--- config.mk ---
export PLATFORM = sky130hd
export DESIGN_NAME = byte_fifo_command_detector_top
export DESIGN_NICKNAME = d
export VERILOG_FILES = /design/src/rtl/bfcd_pkg.sv /design/src/rtl/bfcd_ram.sv /design/src/rtl/byte_fifo_command_detector_top.sv
export VERILOG_INCLUDE_DIRS = /design/src /design/src/rtl
export SDC_FILE = /design/constraint.sdc
export NUM_CORES = 1
export LEC_CHECK = 0
export ABC_AREA = 1
export BUFFER_PORTS_ARGS = -buffer_cell sky130_fd_sc_hd__buf_2
export CELL_PAD_IN_SITES_DETAIL_PLACEMENT = 1
export CELL_PAD_IN_SITES_GLOBAL_PLACEMENT = 1
export CORE_MARGIN = 3
export CORE_UTILIZATION = 45
export DETAILED_ROUTE_END_ITERATION = 6
export PLACE_DENSITY = 0.69
export SLEW_MARGIN = 20
export SYNTH_ARGS = -nofsm -noshare
export SYNTH_HDL_FRONTEND = slang
export SYNTH_SLANG_ARGS = --single-unit
export TNS_END_PERCENT = 50
--- constraint.sdc ---
create_clock -name clk -period 6.1 [get_ports clk]
set_clock_uncertainty 0.05 [all_clocks]
set_input_delay 1.22 -clock clk [delete_from_list [all_inputs] [get_ports clk]]
set_output_delay 1.22 -clock clk [all_outputs]
set_load 0.1 [all_outputs]
--- src/rtl/byte_fifo_command_detector_top_assert.svh ---
// Assertion macros for the byte FIFO command detector.
`ifndef BYTE_FIFO_COMMAND_DETECTOR_TOP_ASSERT_SVH
`define BYTE_FIFO_COMMAND_DETECTOR_TOP_ASSERT_SVH
`ifndef ASSERT_OFF
`define BFCD_ASSERT(lbl, prop, msg) \
  lbl: assert property (@(posedge clk) disable iff (rst) prop) else $error(msg);
`define BFCD_ASSERT_IMPL(lbl, ante, cons, msg) \
  lbl: assert property (@(posedge clk) disable iff (rst) (ante) |-> (cons)) else $error(msg);
`else
`define BFCD_ASSERT(lbl, prop, msg)
`define BFCD_ASSERT_IMPL(lbl, ante, cons, msg)
`endif
`endif

--- src/rtl/bfcd_pkg.sv ---
package bfcd_pkg;

  localparam int DEPTH = 64;
  localparam int PTR_W = (DEPTH > 1) ? $clog2(DEPTH) : 1;
  localparam int CNT_W = $clog2(DEPTH + 1);

  localparam logic [1:0] OP_WRITE  = 2'd0;
  localparam logic [1:0] OP_READ   = 2'd1;
  localparam logic [1:0] OP_PEEK   = 2'd2;
  localparam logic [1:0] OP_DETECT = 2'd3;

  localparam logic [1:0] FOUND_NONE = 2'd0;
  localparam logic [1:0] FOUND_LD   = 2'd1;
  localparam logic [1:0] FOUND_BTN  = 2'd2;

  localparam int LD_LEN  = 3;
  localparam int BTN_LEN = 5;

  localparam logic [7:0] CMD_LD [LD_LEN] = '{8'h4C, 8'h44, 8'h31};
  localparam logic [7:0] CMD_BTN [BTN_LEN] = '{8'h42, 8'h55, 8'h54, 8'h4E, 8'h31};

  typedef logic [PTR_W-1:0] ptr_t;
  typedef logic [CNT_W-1:0] cnt_t;

  function automatic ptr_t ptr_add(input ptr_t p, input cnt_t d);
    logic [CNT_W:0] s;
    s = {{(CNT_W + 1 - PTR_W){1'b0}}, p} + {1'b0, d};
    if (s >= (CNT_W + 1)'(DEPTH)) begin
      s = s - (CNT_W + 1)'(DEPTH);
    end
    return s[PTR_W-1:0];
  endfunction

endpackage

--- src/rtl/bfcd_ram.sv ---
module bfcd_ram #(
  parameter int WIDTH = 8,
  parameter int DEPTH = 64,
  parameter int AW = (DEPTH > 1) ? $clog2(DEPTH) : 1
) (
  input  logic             clk,
  input  logic             we,
  input  logic [AW-1:0]    waddr,
  input  logic [WIDTH-1:0] wdata,
  input  logic [AW-1:0]    raddr,
  output logic [WIDTH-1:0] rdata
);

  logic [WIDTH-1:0] mem [DEPTH];

  always_ff @(posedge clk) begin
    if (we) begin
      mem[waddr] <= wdata;
    end
    rdata <= mem[raddr];
  end

endmodule

--- src/rtl/byte_fifo_command_detector_top.sv ---
// Channel   Handshake            Beat
// ------    ---------            ----
// command   start, busy          opcode, write_byte, peek_offset
// result    done (one cycle)     ok, byte_out, command_found, dropped, fill_level
//
// Write and every refused operation: result one cycle after the start beat.
// Read and peek: the byte comes from the registered read of the byte RAM in S_RDATA.
// Detect: each byte examined at a head position (up to five per position) goes
// through S_DSCAN and S_DCMP; a position too short for a command drops in S_DSCAN.
// Synchronous reset empties the FIFO; the RAM keeps its contents.
// The receiver cannot stall: each result beat shows for one cycle only.
`include "byte_fifo_command_detector_top_assert.svh"

module byte_fifo_command_detector_top
  import bfcd_pkg::*;
(
  input  logic       clk,
  input  logic       rst,
  input  logic       start,
  output logic       busy,
  input  logic [1:0] opcode,
  input  logic [7:0] write_byte,
  input  logic [5:0] peek_offset,
  output logic       done,
  output logic       ok,
  output logic [7:0] byte_out,
  output logic [1:0] command_found,
  output logic [6:0] dropped,
  output logic [6:0] fill_level
);

  localparam logic [1:0] S_IDLE  = 2'd0;
  localparam logic [1:0] S_RDATA = 2'd1;
  localparam logic [1:0] S_DSCAN = 2'd2;
  localparam logic [1:0] S_DCMP  = 2'd3;

  logic [1:0] state;
  ptr_t       head;
  ptr_t       tail;
  cnt_t       count;
  logic       is_read;
  logic [2:0] k;
  logic       ld_ok;
  logic       btn_ok;

  logic       mem_we;
  ptr_t       mem_raddr;
  logic [7:0] mem_rdata;

  logic       ld_hit;
  logic       btn_hit;
  cnt_t       count_dec;

  assign busy       = (state != S_IDLE);
  assign fill_level = 7'(count);
  assign mem_we     = (state == S_IDLE) && start && (opcode == OP_WRITE) &&
                      (count < CNT_W'(DEPTH));
  assign count_dec  = count - CNT_W'(1);

  always_comb begin
    if (state == S_IDLE) begin
      mem_raddr = ptr_add(head, (opcode == OP_PEEK) ? CNT_W'(peek_offset) : CNT_W'(0));
    end else begin
      mem_raddr = ptr_add(head, CNT_W'(k));
    end
  end

  bfcd_ram #(.WIDTH(8), .DEPTH(DEPTH)) u_ram (
    .clk   (clk),
    .we    (mem_we),
    .waddr (tail),
    .wdata (write_byte),
    .raddr (mem_raddr),
    .rdata (mem_rdata)
  );

  assign ld_hit  = ld_ok && (k < 3'(LD_LEN)) && (mem_rdata == CMD_LD[k[1:0]]);
  assign btn_hit = btn_ok && (mem_rdata == CMD_BTN[k]);

  always_ff @(posedge clk) begin
    if (rst) begin
      state <= S_IDLE;
      head  <= '0;
      tail  <= '0;
      count <= '0;
      done  <= 1'b0;
    end else begin
      done <= 1'b0;
      unique case (state)
        S_IDLE: begin
          if (start) begin
            is_read       <= (opcode == OP_READ);
            ok            <= 1'b0;
            byte_out      <= 8'd0;
            command_found <= FOUND_NONE;
            dropped       <= 7'd0;
            k             <= 3'd0;
            ld_ok         <= (count >= CNT_W'(LD_LEN));
            btn_ok        <= (count >= CNT_W'(BTN_LEN));
            unique case (opcode)
              OP_WRITE: begin
                done <= 1'b1;
                if (count < CNT_W'(DEPTH)) begin
                  tail  <= ptr_add(tail, CNT_W'(1));
                  count <= count + CNT_W'(1);
                  ok    <= 1'b1;
                end
              end
              OP_READ: begin
                if (count != '0) begin
                  state <= S_RDATA;
                end else begin
                  done <= 1'b1;
                end
              end
              OP_PEEK: begin
                if ({1'b0, peek_offset} < 7'(count)) begin
                  state <= S_RDATA;
                end else begin
                  done <= 1'b1;
                end
              end
              OP_DETECT: begin
                if (count != '0) begin
                  state <= S_DSCAN;
                end else begin
                  done <= 1'b1;
                end
              end
              default: done <= 1'b1;
            endcase
          end
        end
        S_RDATA: begin
          ok       <= 1'b1;
          byte_out <= mem_rdata;
          done     <= 1'b1;
          state    <= S_IDLE;
          if (is_read) begin
            head  <= ptr_add(head, CNT_W'(1));
            count <= count_dec;
          end
        end
        S_DSCAN: begin
          if (!ld_ok && !btn_ok) begin
            // drop the head byte as corrupt
            head    <= ptr_add(head, CNT_W'(1));
            count   <= count_dec;
            dropped <= dropped + 7'd1;
            k       <= 3'd0;
            ld_ok   <= (count_dec >= CNT_W'(LD_LEN));
            btn_ok  <= (count_dec >= CNT_W'(BTN_LEN));
            if (count == CNT_W'(1)) begin
              done  <= 1'b1;
              state <= S_IDLE;
            end
          end else begin
            state <= S_DCMP;
          end
        end
        S_DCMP: begin
          priority if (ld_hit && (k == 3'(LD_LEN - 1))) begin
            head          <= ptr_add(head, CNT_W'(LD_LEN));
            count         <= count - CNT_W'(LD_LEN);
            command_found <= FOUND_LD;
            done          <= 1'b1;
            state         <= S_IDLE;
          end else if (btn_hit && (k == 3'(BTN_LEN - 1))) begin
            head          <= ptr_add(head, CNT_W'(BTN_LEN));
            count         <= count - CNT_W'(BTN_LEN);
            command_found <= FOUND_BTN;
            done          <= 1'b1;
            state         <= S_IDLE;
          end else if (!ld_hit && !btn_hit) begin
            head    <= ptr_add(head, CNT_W'(1));
            count   <= count_dec;
            dropped <= dropped + 7'd1;
            k       <= 3'd0;
            ld_ok   <= (count_dec >= CNT_W'(LD_LEN));
            btn_ok  <= (count_dec >= CNT_W'(BTN_LEN));
            if (count == CNT_W'(1)) begin
              done  <= 1'b1;
              state <= S_IDLE;
            end else begin
              state <= S_DSCAN;
            end
          end else begin
            // advance to the next byte of the candidate command
            k      <= k + 3'd1;
            ld_ok  <= ld_hit;
            btn_ok <= btn_hit;
            state  <= S_DSCAN;
          end
        end
        default: state <= S_IDLE;
      endcase
    end
  end

  `BFCD_ASSERT(a_count_range, count <= CNT_W'(DEPTH), "fill count exceeds depth")
  `BFCD_ASSERT(a_ptr_consistent, tail == ptr_add(head, count), "head, tail and count disagree")
  `BFCD_ASSERT_IMPL(a_scan_nonempty, (state == S_DSCAN) || (state == S_DCMP), count != '0, "detect scan on empty FIFO")
  `BFCD_ASSERT_IMPL(a_done_exclusive, done, !(ok && (command_found != FOUND_NONE)), "ok and command both reported")
  `BFCD_ASSERT_IMPL(a_done_cause, done, $past(state != S_IDLE) || $past(start), "result without a command")

endmodule

## Word level (Yosys, flattened, before mapping)

Memories as Yosys holds them, arrays and structs flattened. A register that Yosys moved wholly into a read port is not among the register bits.
Cells that the tools add are included.

| cells by class | value |
|---|---|
| $lt $le $gt $ge | 15 |
| reductions and logical operators | 32 |
| multiplexer cells | 86 |
| add/subtract/negate cells | 18 |
| bitwise operators | 3 |
| equality and inequality tests | 26 |

Operators with widths:

| cell | count |
|---|---|
| two-way mux 7 bit | 13 |
| two-way mux 6 bit | 13 |
| >= comparator 7 bit (second input constant) | 6 |
| two-way mux 8 bit | 5 |
| subtractor 6 x 1 -> 6 bit (second input constant) | 6 |
| one-hot mux 7 bit (4 select lines) | 1 |
| two-way mux 2 bit | 13 |
| two-way mux 1 bit | 23 |
| one-hot mux 7 bit (3 select lines) | 1 |
| one-hot mux 6 bit (3 select lines) | 1 |
| AND reduction 6 bit | 3 |
| binary-select mux 8 bit (select 2 bit) | 1 |
| equality test 8 bit | 2 |
| one-hot mux 8 bit (2 select lines) | 1 |
| two-way mux 3 bit | 5 |
| adder 6 x 1 -> 7 bit (second input constant) | 2 |
| adder 7 x 1 -> 7 bit (second input constant) | 2 |
| >= comparator 7 x 2 -> 1 bit (second input constant) | 2 |
| >= comparator 7 x 3 -> 1 bit (second input constant) | 2 |
| != test 2 bit (second input constant) | 6 |
| AND reduction 4 bit | 3 |
| logical AND 1 bit | 10 |
| != test 3 bit (second input constant) | 3 |
| one-hot mux 1 bit (3 select lines) | 3 |
| 39 further kinds | 53 |

| word-level totals | value |
|---|---|
| ROM bits | 64 |
| bits in writable memories | 512 |
| register bits after elaboration | 46 |
| memories kept | 2 |
| word-level logic and storage cells | 195 |
| input bits | 19 |

Memories:

| memory | words | width | rd ports | clocked after memory_dff | wr ports | line | RTL |
|---|---|---|---|---|---|---|---|
| u_ram.mem | 64 | 8 | 1 | 1 | 1 | bfcd_ram.sv:14 | `logic [WIDTH-1:0] mem [DEPTH];` |
| (name not given) | 8 | 8 | 1 | 0 | 0 | byte_fifo_command_detector_top.sv:78 | `assign btn_hit = btn_ok && (mem_rdata == CMD_BTN[k]);` |

## Logic depth before layout (Yosys ltp)

| depth | value |
|---|---|
| word-level depth | 12 |
| depth in mapped cells | 21 |
| gate-level depth less buffers | 20 |

## Cells and area by module

From an unflattened synthesis, not the netlist that was laid out.

| unflattened totals | value |
|---|---|
| cells, all modules | 2407 |
| area total of the unflattened synthesis | 25288.0 sq um |

Modules (own cells, without submodules):

| module | times used | area each (sq um) | cells an instance |
|---|---|---|---|
| bfcd_ram | 1 | 21291.7 | 1822 |
| byte_fifo_command_detector_top | 1 | 3996.3 | 585 |

## Least setup slack after synthesis

No wires, ideal clock.

| path | value |
|---|---|
| path kind | reg2reg |
| start point | register state[0] |
| end point | register u_ram.rdata[5], read port of u_ram.mem |
| required time | 5.990 ns |
| path buffers | 4 |
| slack | 1.958 ns |
| library setup time | 0.060 ns |
| stages on the path, launching flop included | 19 |
| arrival time | 4.032 ns |
| cell sequence | dfxtp_1 -> inv_1 -> ha_1 -> inv_1 -> clkbuf_1 -> clkbuf_1 -> a22oi_1 -> fa_1 -> inv_1 -> clkbuf_1 -> clkbuf_1 -> o21ai_0 -> o22ai_1 -> nand2_1 -> nand2_1 -> nor2_1 -> nor3_1 -> o21ai_1 -> nand2_1 |

| on the way | value |
|---|---|
| longest elaborated chain between the ends | 2 |

RTL lines:

| what | line | RTL |
|---|---|---|
| from (decl) | byte_fifo_command_detector_top.sv:37 | `logic [1:0] state;` |
| from (signal assigned) | byte_fifo_command_detector_top.sv:82 | `state <= S_IDLE;` |
| from (signal assigned) | byte_fifo_command_detector_top.sv:111 | `state <= S_RDATA;` |
| from (signal assigned) | byte_fifo_command_detector_top.sv:118 | `state <= S_RDATA;` |
| logical NOT 2 bit | byte_fifo_command_detector_top.sv:61 | `if (state == S_IDLE) begin` |
| two-way mux 6 bit | byte_fifo_command_detector_top.sv:61 |  |
| to (decl) | bfcd_ram.sv:11 | `output logic [WIDTH-1:0] rdata` |

No other way between the ends.
A chain may end at the register's enable or synchronous reset.

## Worst setup path in the final report

| path | value |
|---|---|
| start point | register state[0] |
| end point | register u_ram.rdata[2], read port of u_ram.mem |

The elaborated chain is that of the path after synthesis.

==> flow_summary.yaml <==
place:
  post-place-cells: 2812
  io_buffers: 45
  gp_congestion: 0.8308
  dp_hpwl_mm: 43.90
  placed_area_sq_um: 25510
global_route:
  grt_pass1_vias: 17790
  overflow: 0
  grt_use_total_pct: 24.89
  antenna_found_initial: 0
  grt_pass1_wl_mm: 108.7
  grt_max_degree: 97
layout:
  stdcell_count: 2918
  synthToLayoutAreaGrowth_pct: 11.78
  seq_area_sq_um: 16700
  final_core_util_pct: 51.53
  final_nets: 2232
  fillerInstances: 5549
  design_area_sq_um: 27410
  multi_input_area_sq_um: 6970
  final_layout_size_suffix_gt1_share_pct: 8.655
  diodes: 0
floorplanning:
  initial_utilization_pct: 46.10
  io_pins: 46
  die_h_um: 239.4
  core-area_sq_um: 53180
  rows: 84
  fp.dieArea_sq_um: 57320
  chipWidth_um: 239.4
critical_path:
  cp.required_ns: 6.61
  worst-path-max-fanout: 47
  cp-startpoint: "state[0]"
  timing.rr.start: "state[0]"
  critical_path_class: "flip-flop to flip-flop"
  arrival_ns: 5.43
  start_kind: "flip-flop"
  end_kind: "flip-flop"
power:
  pwr-share-seq_pct: 30.1
  p_leak_uw: 0.009517
  switching_power_uw: 6904
  swShare_pct: 44.81
  irDropWorstVdd_mv: 0.3977
  p_int_uw: 8502
  power.density_nw_per_um2: 562.2
  p_clk_share_pct: 23.1
  pwr-share-comb_pct: 46.8
sta:
  max_slew.worst_pin.slew_ns: 1.126
  hold_violations: 0
  fmax_mhz: 203.1
  max_slew_margin_pct: 24.66
  setup_violations: 0
  rsz0062_at_grt: "false"
  drv_slew: 0
  timing.final.crit_share_pct: 80.72
  holdWs_ns: 0.5054
  fin_tns_setup_ns: 0
  fin_crit_ns: 4.924
yosys:
  synth_compound_area_share_pct: 12.07
  ys_ff_latch: 566
  yosysMostFrequentCell: "edfxtp_1"
  synth_fp_nets: 2215
  synth_fa_ha_area_share_pct: 1.511
  async_reset_ff_share_pct: 0
  synth_top_family_by_area: "simple AND/OR/NAND/NOR gates"
  synthXorXnorAreaFrac_pct: 1.143
  yosysTopAreaCellShare_pct: 65.65
  yosysUniqueCellTypes: 45
  dominantRegCellSynth: "edfxtp_1"
  yosys_warnings: 0
  synth_edf_count: 536
  synth_top_area_cell: "edfxtp_1"
  muxShareOfSynthArea_pct: 0
  synthTopCellsByArea: "edfxtp_1 66%, nor2_1 6.5%, o21ai_0 6.1%, nand2_1 3.8%, dfxtp_1 2.4%"
  synth.avg_cell_area_sq_um: 11.31
  ys_seq_area_share_pct: 68.10
  synth_area_sq_um: 24520
  synthSimpleGateAreaFrac_pct: 13.52
  synthTopCellsByCount: "536 x edfxtp_1, 422 x nor2_1, 299 x o21ai_0"
  syn_inst: 2167
clock_tree:
  cts_tree: "done"
  post_cts_buffers: 0
  htreeDepth: 2
  clk_latency_ns: 0.62
  cts_root_buf: "clkbuf_16"
  clockBufferDepth: 3
  ctsHoldBuffers: 0
  path_clk_slew_ns: 0.06
  cts_buffers: 58
  clock_sinks: 566
  ctsResizeCount: 0
routing:
  ant_nets: 0
  via_count: 17190
  wl_per_cell_um: 24.34
  dr.pass1.iters: 4
  drt-total-wl_mm: 71.02
  first_iter_violations: 1547
  drc: 0
  vias_per_cell: 5.890
run:
  cap_viol_max_count: 0
min_path:
  min_from: "state[0]"
  hold_path.class: "flip-flop to flip-flop"
run_status:
  outcome: "finished, final reports clean"
[final timing paths]
kind | slack (ns) | to | cells after the start
worst min-delay path | 0.51 | state[0] | 2
worst max-delay path | 1.18 | u_ram.rdata[2] | 18
worst min register to register | 0.51 | state[0] | 2
worst max register to register | 1.18 | u_ram.rdata[2] | 18
[flip-flops by register name, indices dropped and copies added, names as in the netlist, 2 cells and up]
signal / count
state: 2
dropped: 7
u_ram.mem: 512
k: 3
u_ram.rdata: 8
head: 6
command_found: 2
tail: 6
fill_level: 7
byte_out: 8
[cell families after synthesis]
group / count (synthesis)
AND/OR/NAND/NOR: 806
flip-flops: 566
AO/OA/AOI/OAI: 508
XOR/XNOR: 32
adder cells (fa/ha/maj): 29
buffers and inverters: 226
[cells in the final DEF (no fill, tap or decap), types with 9 or more instances in the layout]
cell type | netlist | final
o21ai_1 | 10 | 10
dfxtp_1 | 30 | 30
clkbuf_1 | 90 | 13
a21oi_1 | 38 | 38
clkbuf_16 | 0 | 59
nand2_1 | 245 | 245
nor3_1 | 25 | 25
o21ai_0 | 299 | 299
inv_1 | 99 | 97
o22ai_1 | 67 | 67
a21boi_0 | 12 | 12
nor2_1 | 422 | 421
buf_12 | 0 | 9
nand3_1 | 81 | 81
o221ai_1 | 63 | 63
xor2_1 | 28 | 26
buf_4 | 1 | 25
clkinv_1 | 0 | 15
ha_1 | 28 | 27
nand4_1 | 9 | 9
edfxtp_1 | 536 | 536
buf_2 | 23 | 45
[critical path: stages (launching register included)]
cell	delay, ns
dfxtp_1	0.33
inv_1	0.10
ha_1	0.53
inv_1	0.12
nor2_1	0.33
nand2_1	0.08
o21ai_0	0.15
ha_4	0.18
inv_1	0.05
fa_4	1.09
buf_12	0.29
o21ai_0	0.14
o22ai_1	0.23
nand2_1	0.10
nand2_1	0.09
nor2_1	0.06
nor3_1	0.49
o21ai_1	0.26
nand2_1	0.13
[power groups by stage]
stage | combinational [uW] | clock, uW | sequential (uW)
global route | 7950 | 3790 | 4660
global placement | 7000 | 0 | 4710
CTS | 7230 | 3630 | 4640
finish | 7210 | 3560 | 4640
detailed placement | 7180 | 0 | 4720
floorplan | 4380 | 0 | 5030
[through the flow]
step	total power, uW	setup slack (ns)
after global routing	16390	0.8593
after detailed placement	11900	0.6696
after global placement	11710	0.7124
final	15410	1.176
after floorplan	9412	1.958
after CTS	15500	1.146
[routing by layer]
layer  vias up  global-route usage [%]  share of wire (%)
li1       7798                       -                  -
met5         -                       0                  0
met3       105                   3.189                5.1
met1      8817                   34.69                 45
met2       468                   41.50                 48
met4         0                   6.762                2.4
[layout make-up]
class / instances / share of cell area [%]
clock buffers: 76 / 5.766
repair buffers: 79 / 2.164
inverters: 104 / 1.447
clock inverters: 30 / 1.123
multi-input cells: 1375 / 25.43
flip-flops and latches: 566 / 60.92
well taps: 688 / 3.141
No activity file was read; power rests on OpenSTA's default activity.
